===== config.mk =====
export PLATFORM = sky130hd
export DESIGN_NAME = power_button_debouncer
export DESIGN_NICKNAME = d
export VERILOG_FILES = /design/src/rtl/pbd_pkg.sv /design/src/rtl/pbd_regs.sv /design/src/rtl/pbd_timer.sv /design/src/rtl/power_button_debouncer.sv
export SDC_FILE = /design/constraint.sdc
export NUM_CORES = 1
export LEC_CHECK = 0
export ABC_CLOCK_PERIOD_IN_PS = 4000
export BUFFER_PORTS_ARGS = -buffer_cell sky130_fd_sc_hd__clkbuf_2
export CORE_MARGIN = 2
export CORE_UTILIZATION = 50
export DETAILED_ROUTE_END_ITERATION = 7
export PLACE_DENSITY = 0.7
export SLEW_MARGIN = 20
export SYNTH_ARGS = -nofsm -noshare
export SYNTH_HDL_FRONTEND = slang
export SYNTH_SLANG_ARGS = --single-unit

===== constraint.sdc =====
create_clock -name clk -period 4 [get_ports clk]
set_clock_uncertainty 0.05 [all_clocks]
set_input_delay 0.2 -clock clk [delete_from_list [all_inputs] [get_ports clk]]
set_output_delay 0.2 -clock clk [all_outputs]
set_load 0.02 [all_outputs]

===== src/rtl/pbd_pkg.sv =====
// Shared types, constants and register map for the power button debouncer.
package pbd_pkg;

    localparam int CFG_TICK_BITS      = 20;
    localparam int COUNT_BITS_DEFAULT = 20;
    localparam int APB_ADDR_BITS      = 5;
    localparam int APB_DATA_BITS      = 32;
    localparam int IN_DATA_BITS       = 8;
    localparam int OUT_DATA_BITS      = 8;

    localparam logic [CFG_TICK_BITS-1:0] DEBOUNCE_TICKS_RST         = 20'd30000;
    localparam logic [CFG_TICK_BITS-1:0] FACTORY_DEBOUNCE_TICKS_RST = 20'd600000;
    localparam logic [CFG_TICK_BITS-1:0] WAKE_DEBOUNCE_TICKS_RST    = 20'd5000;

    typedef enum logic [2:0] {
        REG_DEBOUNCE_TICKS         = 3'd0,
        REG_FACTORY_DEBOUNCE_TICKS = 3'd1,
        REG_FACTORY_TEST_ENABLE    = 3'd2,
        REG_ACTIVE_HIGH            = 3'd3,
        REG_IGNORE_LID             = 3'd4,
        REG_WAKE_DEBOUNCE_TICKS    = 3'd5,
        REG_WAKE_ENABLE            = 3'd6
    } reg_idx_t;

    typedef struct packed {
        logic [CFG_TICK_BITS-1:0] debounce_ticks;
        logic [CFG_TICK_BITS-1:0] factory_debounce_ticks;
        logic                     factory_test_enable;
        logic                     active_high;
        logic                     ignore_lid;
        logic [CFG_TICK_BITS-1:0] wake_debounce_ticks;
        logic                     wake_enable;
    } cfg_t;

    // Packed MSB first, so the last member lands in bit 0.
    typedef struct packed {
        logic wake_query;
        logic wlan_wake_n;
        logic lan_wake_n;
        logic chipset_on;
        logic simulate_press;
        logic power_lock;
        logic lid_open;
        logic button_level;
    } in_item_t;

    typedef struct packed {
        logic pad;
        logic wake_answer;
        logic wake_event;
        logic keyscan_disabled;
        logic host_press_event;
        logic change_event;
        logic stable;
        logic pressed;
    } out_item_t;

endpackage


===== src/rtl/pbd_regs.sv =====
// APB configuration register file for the power button debouncer.
module pbd_regs
    import pbd_pkg::*;
(
    input  logic                     clk,
    input  logic                     rst_n,
    input  logic                     psel,
    input  logic                     penable,
    input  logic                     pwrite,
    input  logic [APB_ADDR_BITS-1:0] paddr,
    input  logic [APB_DATA_BITS-1:0] pwdata,
    output logic [APB_DATA_BITS-1:0] prdata,
    output logic                     pready,
    output cfg_t                     cfg
);

    cfg_t     cfg_reg;
    cfg_t     cfg_next;
    reg_idx_t idx;
    logic     wr_en;

    assign pready = 1'b1;
    assign idx    = reg_idx_t'(paddr[APB_ADDR_BITS-1:2]);
    assign wr_en  = psel && penable && pwrite;
    assign cfg    = cfg_reg;

    always_comb
    begin
        cfg_next = cfg_reg;
        if (wr_en)
        begin
            case (idx)
                REG_DEBOUNCE_TICKS:
                    cfg_next.debounce_ticks = pwdata[CFG_TICK_BITS-1:0];
                REG_FACTORY_DEBOUNCE_TICKS:
                    cfg_next.factory_debounce_ticks = pwdata[CFG_TICK_BITS-1:0];
                REG_FACTORY_TEST_ENABLE:
                    cfg_next.factory_test_enable = pwdata[0];
                REG_ACTIVE_HIGH:
                    cfg_next.active_high = pwdata[0];
                REG_IGNORE_LID:
                    cfg_next.ignore_lid = pwdata[0];
                REG_WAKE_DEBOUNCE_TICKS:
                    cfg_next.wake_debounce_ticks = pwdata[CFG_TICK_BITS-1:0];
                REG_WAKE_ENABLE:
                    cfg_next.wake_enable = pwdata[0];
                default:
                    cfg_next = cfg_reg;
            endcase
        end
    end

    always_comb
    begin
        case (idx)
            REG_DEBOUNCE_TICKS:
                prdata = APB_DATA_BITS'(cfg_reg.debounce_ticks);
            REG_FACTORY_DEBOUNCE_TICKS:
                prdata = APB_DATA_BITS'(cfg_reg.factory_debounce_ticks);
            REG_FACTORY_TEST_ENABLE:
                prdata = APB_DATA_BITS'(cfg_reg.factory_test_enable);
            REG_ACTIVE_HIGH:
                prdata = APB_DATA_BITS'(cfg_reg.active_high);
            REG_IGNORE_LID:
                prdata = APB_DATA_BITS'(cfg_reg.ignore_lid);
            REG_WAKE_DEBOUNCE_TICKS:
                prdata = APB_DATA_BITS'(cfg_reg.wake_debounce_ticks);
            REG_WAKE_ENABLE:
                prdata = APB_DATA_BITS'(cfg_reg.wake_enable);
            default:
                prdata = '0;
        endcase
    end

    always_ff @(posedge clk or negedge rst_n)
    begin
        if (!rst_n)
        begin
            cfg_reg.debounce_ticks         <= DEBOUNCE_TICKS_RST;
            cfg_reg.factory_debounce_ticks <= FACTORY_DEBOUNCE_TICKS_RST;
            cfg_reg.factory_test_enable    <= 1'b0;
            cfg_reg.active_high            <= 1'b0;
            cfg_reg.ignore_lid             <= 1'b0;
            cfg_reg.wake_debounce_ticks    <= WAKE_DEBOUNCE_TICKS_RST;
            cfg_reg.wake_enable            <= 1'b0;
        end
        else
        begin
            cfg_reg <= cfg_next;
        end
    end

endmodule


===== src/rtl/pbd_timer.sv =====
// Restartable debounce countdown that expires in the tick it reaches zero.
module pbd_timer
    import pbd_pkg::*;
#(
    parameter int COUNT_BITS = COUNT_BITS_DEFAULT
)
(
    input  logic                     clk,
    input  logic                     rst_n,
    input  logic                     step,
    input  logic                     load,
    input  logic [CFG_TICK_BITS-1:0] delay,
    output logic                     expire
);

    localparam int LOAD_BITS = (COUNT_BITS > CFG_TICK_BITS) ? COUNT_BITS : CFG_TICK_BITS;

    logic [COUNT_BITS-1:0] count_reg;
    logic [COUNT_BITS-1:0] count_next;
    logic                  armed_reg;
    logic                  armed_next;
    logic [LOAD_BITS-1:0]  delay_ext;
    logic [LOAD_BITS-1:0]  max_ext;
    logic [LOAD_BITS-1:0]  sat_ext;
    logic [COUNT_BITS-1:0] cur_count;
    logic                  cur_armed;

    // Delays beyond the counter range saturate at its maximum.
    assign delay_ext = LOAD_BITS'(delay);
    assign max_ext   = LOAD_BITS'({COUNT_BITS{1'b1}});
    assign sat_ext   = (delay_ext > max_ext) ? max_ext : delay_ext;

    assign cur_count = load ? sat_ext[COUNT_BITS-1:0] : count_reg;
    assign cur_armed = load || armed_reg;
    assign expire    = step && cur_armed && (cur_count == '0);

    always_comb
    begin
        count_next = count_reg;
        armed_next = armed_reg;
        if (step)
        begin
            count_next = cur_count;
            armed_next = cur_armed;
            if (cur_armed)
            begin
                if (cur_count == '0)
                begin
                    armed_next = 1'b0;
                end
                else
                begin
                    count_next = cur_count - 1'b1;
                end
            end
        end
    end

    always_ff @(posedge clk or negedge rst_n)
    begin
        if (!rst_n)
        begin
            count_reg <= '0;
            armed_reg <= 1'b0;
        end
        else
        begin
            count_reg <= count_next;
            armed_reg <= armed_next;
        end
    end

endmodule


===== src/rtl/power_button_debouncer.sv =====
// Power button and wake pin debouncer, top level.
// Path: an accepted beat waits in the input register and moves to the result register once that is free or drained.
// Throughput: one beat per cycle unless the output stalls; the input and result registers
// each hold one beat, so a stalled output still lets one more beat in.
// Reset: asynchronous, active low; returns the handshake, debounce and config state to reset values.
// The first beat after reset seeds the last-level history and sees no edge.
module power_button_debouncer
    import pbd_pkg::*;
#(
    parameter int COUNT_BITS = COUNT_BITS_DEFAULT
)
(
    input  logic                     clk,
    input  logic                     rst_n,
    input  logic                     s_axis_tvalid,
    output logic                     s_axis_tready,
    // [0] button_level [1] lid_open [2] power_lock [3] simulate_press
    // [4] chipset_on [5] lan_wake_n [6] wlan_wake_n [7] wake_query
    input  logic [IN_DATA_BITS-1:0]  s_axis_tdata,
    output logic                     m_axis_tvalid,
    input  logic                     m_axis_tready,
    // [0] pressed [1] stable [2] change_event [3] host_press_event
    // [4] keyscan_disabled [5] wake_event [6] wake_answer [7] zero
    output logic [OUT_DATA_BITS-1:0] m_axis_tdata,
    input  logic                     psel,
    input  logic                     penable,
    input  logic                     pwrite,
    input  logic [APB_ADDR_BITS-1:0] paddr,
    input  logic [APB_DATA_BITS-1:0] pwdata,
    output logic [APB_DATA_BITS-1:0] prdata,
    output logic                     pready
);

    cfg_t      cfg;
    in_item_t  in_item_reg;
    logic      in_valid_reg;
    out_item_t out_item_reg;
    out_item_t out_item_next;
    logic      out_valid_reg;
    logic      advance;
    logic      s_accept;

    logic      deb_reg, stable_reg, init_reg, last_lvl_reg, last_sim_reg, hold_reg;
    logic      deb_next, stable_next, hold_next;
    logic [1:0] last_wake_reg;
    logic [1:0] latch_reg;
    logic [1:0] latch_next;

    logic      first;
    logic      raw;
    logic      deb_a, stable_a, hold_a;
    logic      last_lvl, last_sim;
    logic [1:0] last_wake;
    logic [1:0] wlev;
    logic [1:0] latch_a;
    logic [1:0] latch_b;
    logic      btn_edge, sim_chg, btn_load, btn_expire;
    logic [CFG_TICK_BITS-1:0] btn_delay;
    logic [1:0] wake_edge;
    logic [1:0] wake_expire;
    logic      chg, wev, ans;

    pbd_regs u_regs (
        .clk     (clk),
        .rst_n   (rst_n),
        .psel    (psel),
        .penable (penable),
        .pwrite  (pwrite),
        .paddr   (paddr),
        .pwdata  (pwdata),
        .prdata  (prdata),
        .pready  (pready),
        .cfg     (cfg)
    );

    assign advance       = in_valid_reg && (!out_valid_reg || m_axis_tready);
    assign s_axis_tready = !in_valid_reg || advance;
    assign s_accept      = s_axis_tvalid && s_axis_tready;
    assign m_axis_tvalid = out_valid_reg;
    assign m_axis_tdata  = out_item_reg;

    assign first = !init_reg;
    assign wlev  = {in_item_reg.wlan_wake_n, in_item_reg.lan_wake_n};

    always_comb
    begin
        if (in_item_reg.simulate_press)
        begin
            raw = 1'b1;
        end
        else if (in_item_reg.power_lock || (!cfg.ignore_lid && !in_item_reg.lid_open))
        begin
            raw = 1'b0;
        end
        else
        begin
            raw = (in_item_reg.button_level == cfg.active_high);
        end
    end

    assign deb_a     = (first && raw) ? 1'b1 : deb_reg;
    assign last_lvl  = first ? in_item_reg.button_level : last_lvl_reg;
    assign last_sim  = first ? in_item_reg.simulate_press : last_sim_reg;
    assign last_wake = first ? wlev : last_wake_reg;
    assign latch_a   = first ? 2'b00 : latch_reg;

    assign btn_edge  = in_item_reg.button_level != last_lvl;
    assign sim_chg   = in_item_reg.simulate_press != last_sim;
    assign btn_load  = btn_edge || sim_chg;
    assign hold_a    = (btn_edge && raw) ? 1'b1 : hold_reg;
    assign stable_a  = btn_load ? 1'b0 : stable_reg;

    // A simulate change forces an immediate evaluation.
    always_comb
    begin
        if (sim_chg)
        begin
            btn_delay = '0;
        end
        else if (cfg.factory_test_enable && in_item_reg.chipset_on)
        begin
            btn_delay = cfg.factory_debounce_ticks;
        end
        else
        begin
            btn_delay = cfg.debounce_ticks;
        end
    end

    pbd_timer #(
        .COUNT_BITS (COUNT_BITS)
    ) u_btn_timer (
        .clk    (clk),
        .rst_n  (rst_n),
        .step   (advance),
        .load   (btn_load),
        .delay  (btn_delay),
        .expire (btn_expire)
    );

    assign wake_edge = wlev ^ last_wake;

    for (genvar g = 0; g < 2; g++)
    begin : g_wake
        pbd_timer #(
            .COUNT_BITS (COUNT_BITS)
        ) u_wake_timer (
            .clk    (clk),
            .rst_n  (rst_n),
            .step   (advance),
            .load   (wake_edge[g]),
            .delay  (cfg.wake_debounce_ticks),
            .expire (wake_expire[g])
        );
    end

    assign deb_next    = btn_expire ? raw : deb_a;
    assign chg         = btn_expire && (raw != deb_a);
    assign hold_next   = (btn_expire && !raw) ? 1'b0 : hold_a;
    assign stable_next = btn_expire ? 1'b1 : stable_a;

    assign latch_b    = latch_a | (wake_expire & ~wlev);
    assign wev        = |(wake_expire & ~wlev);
    assign ans        = in_item_reg.wake_query && cfg.wake_enable && (|latch_b);
    assign latch_next = ans ? 2'b00 : latch_b;

    always_comb
    begin
        out_item_next.pad              = 1'b0;
        out_item_next.wake_answer      = ans;
        out_item_next.wake_event       = wev;
        out_item_next.keyscan_disabled = hold_next;
        out_item_next.host_press_event = chg && raw;
        out_item_next.change_event     = chg;
        out_item_next.stable           = stable_next;
        out_item_next.pressed          = deb_next;
    end

    always_ff @(posedge clk or negedge rst_n)
    begin
        if (!rst_n)
        begin
            in_valid_reg  <= 1'b0;
            out_valid_reg <= 1'b0;
            deb_reg       <= 1'b0;
            stable_reg    <= 1'b1;
            init_reg      <= 1'b0;
            last_lvl_reg  <= 1'b0;
            last_sim_reg  <= 1'b0;
            hold_reg      <= 1'b0;
            last_wake_reg <= 2'b11;
            latch_reg     <= 2'b00;
        end
        else
        begin
            if (s_accept)
            begin
                in_valid_reg <= 1'b1;
            end
            else if (advance)
            begin
                in_valid_reg <= 1'b0;
            end
            if (advance)
            begin
                out_valid_reg <= 1'b1;
            end
            else if (m_axis_tready)
            begin
                out_valid_reg <= 1'b0;
            end
            if (advance)
            begin
                deb_reg       <= deb_next;
                stable_reg    <= stable_next;
                init_reg      <= 1'b1;
                last_lvl_reg  <= in_item_reg.button_level;
                last_sim_reg  <= in_item_reg.simulate_press;
                hold_reg      <= hold_next;
                last_wake_reg <= wlev;
                latch_reg     <= latch_next;
            end
        end
    end

    always_ff @(posedge clk)
    begin
        if (s_accept)
        begin
            in_item_reg <= s_axis_tdata;
        end
        if (advance)
        begin
            out_item_reg <= out_item_next;
        end
    end

    a_advance_fills_output: assert property (@(posedge clk) disable iff (!rst_n)
        advance |=> m_axis_tvalid)
        else $error("result register not loaded after advance");

    a_empty_input_ready: assert property (@(posedge clk) disable iff (!rst_n)
        !in_valid_reg |-> s_axis_tready)
        else $error("input register empty but not ready");

    a_press_event_consistent: assert property (@(posedge clk) disable iff (!rst_n)
        (m_axis_tvalid && m_axis_tdata[2]) |-> (m_axis_tdata[0] == m_axis_tdata[3]))
        else $error("host press event disagrees with debounced state");

    a_answer_clears_latches: assert property (@(posedge clk) disable iff (!rst_n)
        (advance && ans) |=> (latch_reg == 2'b00))
        else $error("wake latches not cleared after answer");

endmodule

==> flow_summary.yaml <==
clock_network:
  clk_pin_slew_ps: 70
  clockBufferDepth: 2
  cts_root_buffer: "clkbuf_16"
  ctsResizeCount: 0
  post_cts_buffers: 0
  htree_levels: 4
  clkLatencyLatePin_ps: 440
  cts.sinks: 154
  cts_buffers: 17
  cts_tree: "built"
sta:
  tightest_slew_ps: 1018
  maxSlewViolCount: 0
  fin_crit_ps: 3412
  hold_slack_ps: 1.261
  max_freq_mhz: 293.1
  final-hold-violation-count: 0
  max_slew_margin_pct: 31.96
  fin_crit_sh_pct: 85.30
  rsz0062_at_grt: "false"
  setup_viol_count_final: 0
  fin_tns_setup_ps: 0
synth:
  ys_seq_area_share_pct: 39.19
  netlist-cell-type-count: 85
  avgSynthCellArea_um2: 8.735
  synth-main-ff-cell: "dfrtp_1"
  netlist_instances: 1156
  syn-cell-area_um2: 10100
  synth-edff-count: 15
  ys_ff_latch: 154
  ys_warn_count: 0
  async_reset_ff_share_pct: 90.26
routing:
  drt_iter0_markers: 1056
  antenna_left: 0
  vias_per_cell: 6.152
  post_drt_wl_per_cell_um: 19.30
  vias: 9092
  drtPass1Iterations: 5
  routed_wl_mm: 28.52
  route.detailed.drc: 0
die:
  dieHeight_um: 146.1
  pin_count: 95
  core_area_um2: 19650
  die_area_um2: 21350
  die_x_um: 146.1
  std_cell_rows: 51
  initial_core_util_pct: 51.38
worst_hold_path:
  min_delay_path_depth: 2
  hold_class: "in2reg"
worst_setup_path:
  crit_type: "reg2reg"
  cp-start-kind: "flip-flop"
  endpoint_kind: "flip-flop"
  path_max_fanout: 16
  worstRegToRegCells: 8
  cp.required_ps: 4270
  worstPathArrival_ps: 3690
  r2r_slack_ps: 590
global_routing:
  grt_pass1_wl_mm: 45.82
  grt_max_degree: 85
  grt_pass1_vias: 8255
  antenna_found_initial: 0
  grt_overflow_total: 0
  grtUsageTotal_pct: 26.80
placement:
  gp_congestion: 0.9342
  hpwlAfterDp_mm: 20.13
  portBuffers: 66
outcome:
  status: "finished clean"
cells_and_area:
  seq_area_um2: 3958
  fin_util_pct: 57.51
  nets: 1258
  final_cell_mix: "148 x nor2_1, 144 x nand2_1, 116 x dfrtp_1"
  diodes: 0
  drive_gt1_share_pct: 19.29
  syn_to_final_growth_pct: 11.93
  num-fill-cells: 1795
  multi_input_area_um2: 5678
  layout_commonest_cell: "nor2_1"
  largest_register_ffs: 64
pwr:
  ir_drop_mv: 0.3443
  p_leak_nw: 4.836
  design_power_total_w: 0.006978
  p_per_area_nw_per_um2: 617.4
job:
  maxCapViolations: 0
==> cell families after synthesis <==
kind of cell	after synthesis	synth area share (%)
other	2	0.07438
DFF	154	39.19
xor gates and xnor gates	19	1.722
AOI/OAI and AO/OA	294	19.58
adders and majority gates	6	0.7435
buffers and inverters	110	5.118
muxes	125	13.40
and+or+nand+nor	446	20.17
==> where the power goes <==
| part | internal (W) | switching (W) | total [W] |
|---|---|---|---|
| combinational | 0.00113 | 0.00153 | 0.00265 |
| sequential | 0.00208 | 0.000611 | 0.00269 |
| clock | 0.000929 | 0.000703 | 0.00163 |
| total | 0.00414 | 0.00284 | 0.00698 |
==> synth_stat cells, types with 16 or more instances <==
| master | instances | area [µm²] |
|---|---|---|
| buf_4 | 16 | 120.1 |
| dfstp_2 | 23 | 604.3 |
| nand3_1 | 30 | 150.1 |
| o21ai_0 | 50 | 250.2 |
| a21oi_1 | 83 | 415.4 |
| dfrtp_1 | 116 | 2903 |
| nor2_1 | 149 | 559.3 |
| nor3_1 | 35 | 175.2 |
| mux2_2 | 67 | 754.5 |
| clkbuf_1 | 59 | 221.5 |
| nand2_1 | 145 | 544.3 |
| mux2i_1 | 56 | 560.5 |
==> through the flow <==
step / area [µm²] / instances / setup WS, ps
after detailed placement: 10570 / 1432 / 637.3
after CTS: 11300 / 1478 / 618.7
after global routing: 11300 / 1478 / 442.8
final: 11300 / 1478 / 588.2
after floorplan: 10140 / 1168 / 679.9
after global placement: 10570 / 1432 / 695.3
==> final timing paths <==
path	start	to
worst max-delay path	in_item_reg[4]$_DFFE_PP_	u_btn_timer.count_reg[15]$_DFFE_PN0P_
worst min-delay path	pwdata[2]	u_regs.cfg[46]$_DFFE_PN0P_
max in group asynchronous	rst_n	u_regs.cfg[57]$_DFFE_PN1P_
min in group asynchronous	rst_n	u_regs.cfg[21]$_DFFE_PN0P_
worst min register to register	last_wake_reg[0]$_DFFE_PN1P_	last_wake_reg[0]$_DFFE_PN1P_
worst max register to register	in_item_reg[4]$_DFFE_PP_	u_btn_timer.count_reg[15]$_DFFE_PN0P_
==> area by class of cell <==
type / count / area share (%)
well taps: 265 / 2.934
clock buffers: 22 / 4.583
multi-input cells: 904 / 50.24
clock inverters: 10 / 0.6864
repair buffers: 107 / 6.011
flip-flops and latches: 154 / 35.02
inverters: 16 / 0.5314
==> repair_timing <==
item                       in CTS  in global routing
hold buffers                   14                  0
setup endpoints to repair       0                  0
hold endpoints to repair       82                  0
==> worst max-delay path, stage by stage (launching register included) <==
cell and delay, ps:
edfxtp_1 530, and2_1 520, a21oi_1 240, o31a_1 360, or4_4 560, o22ai_4 450
nor3_2 120, mux2_4 310, a21o_1 150
==> per-layer routing <==
| layer | global-route usage [%] | routed length (µm) |
|---|---|---|
| met5 | 0 | 0 |
| met4 | 6.796 | 436 |
| met3 | 3.281 | 1964 |
| met2 | 40.92 | 12810 |
| met1 | 40.54 | 13310 |
No activity file was read; power rests on OpenSTA's default activity.
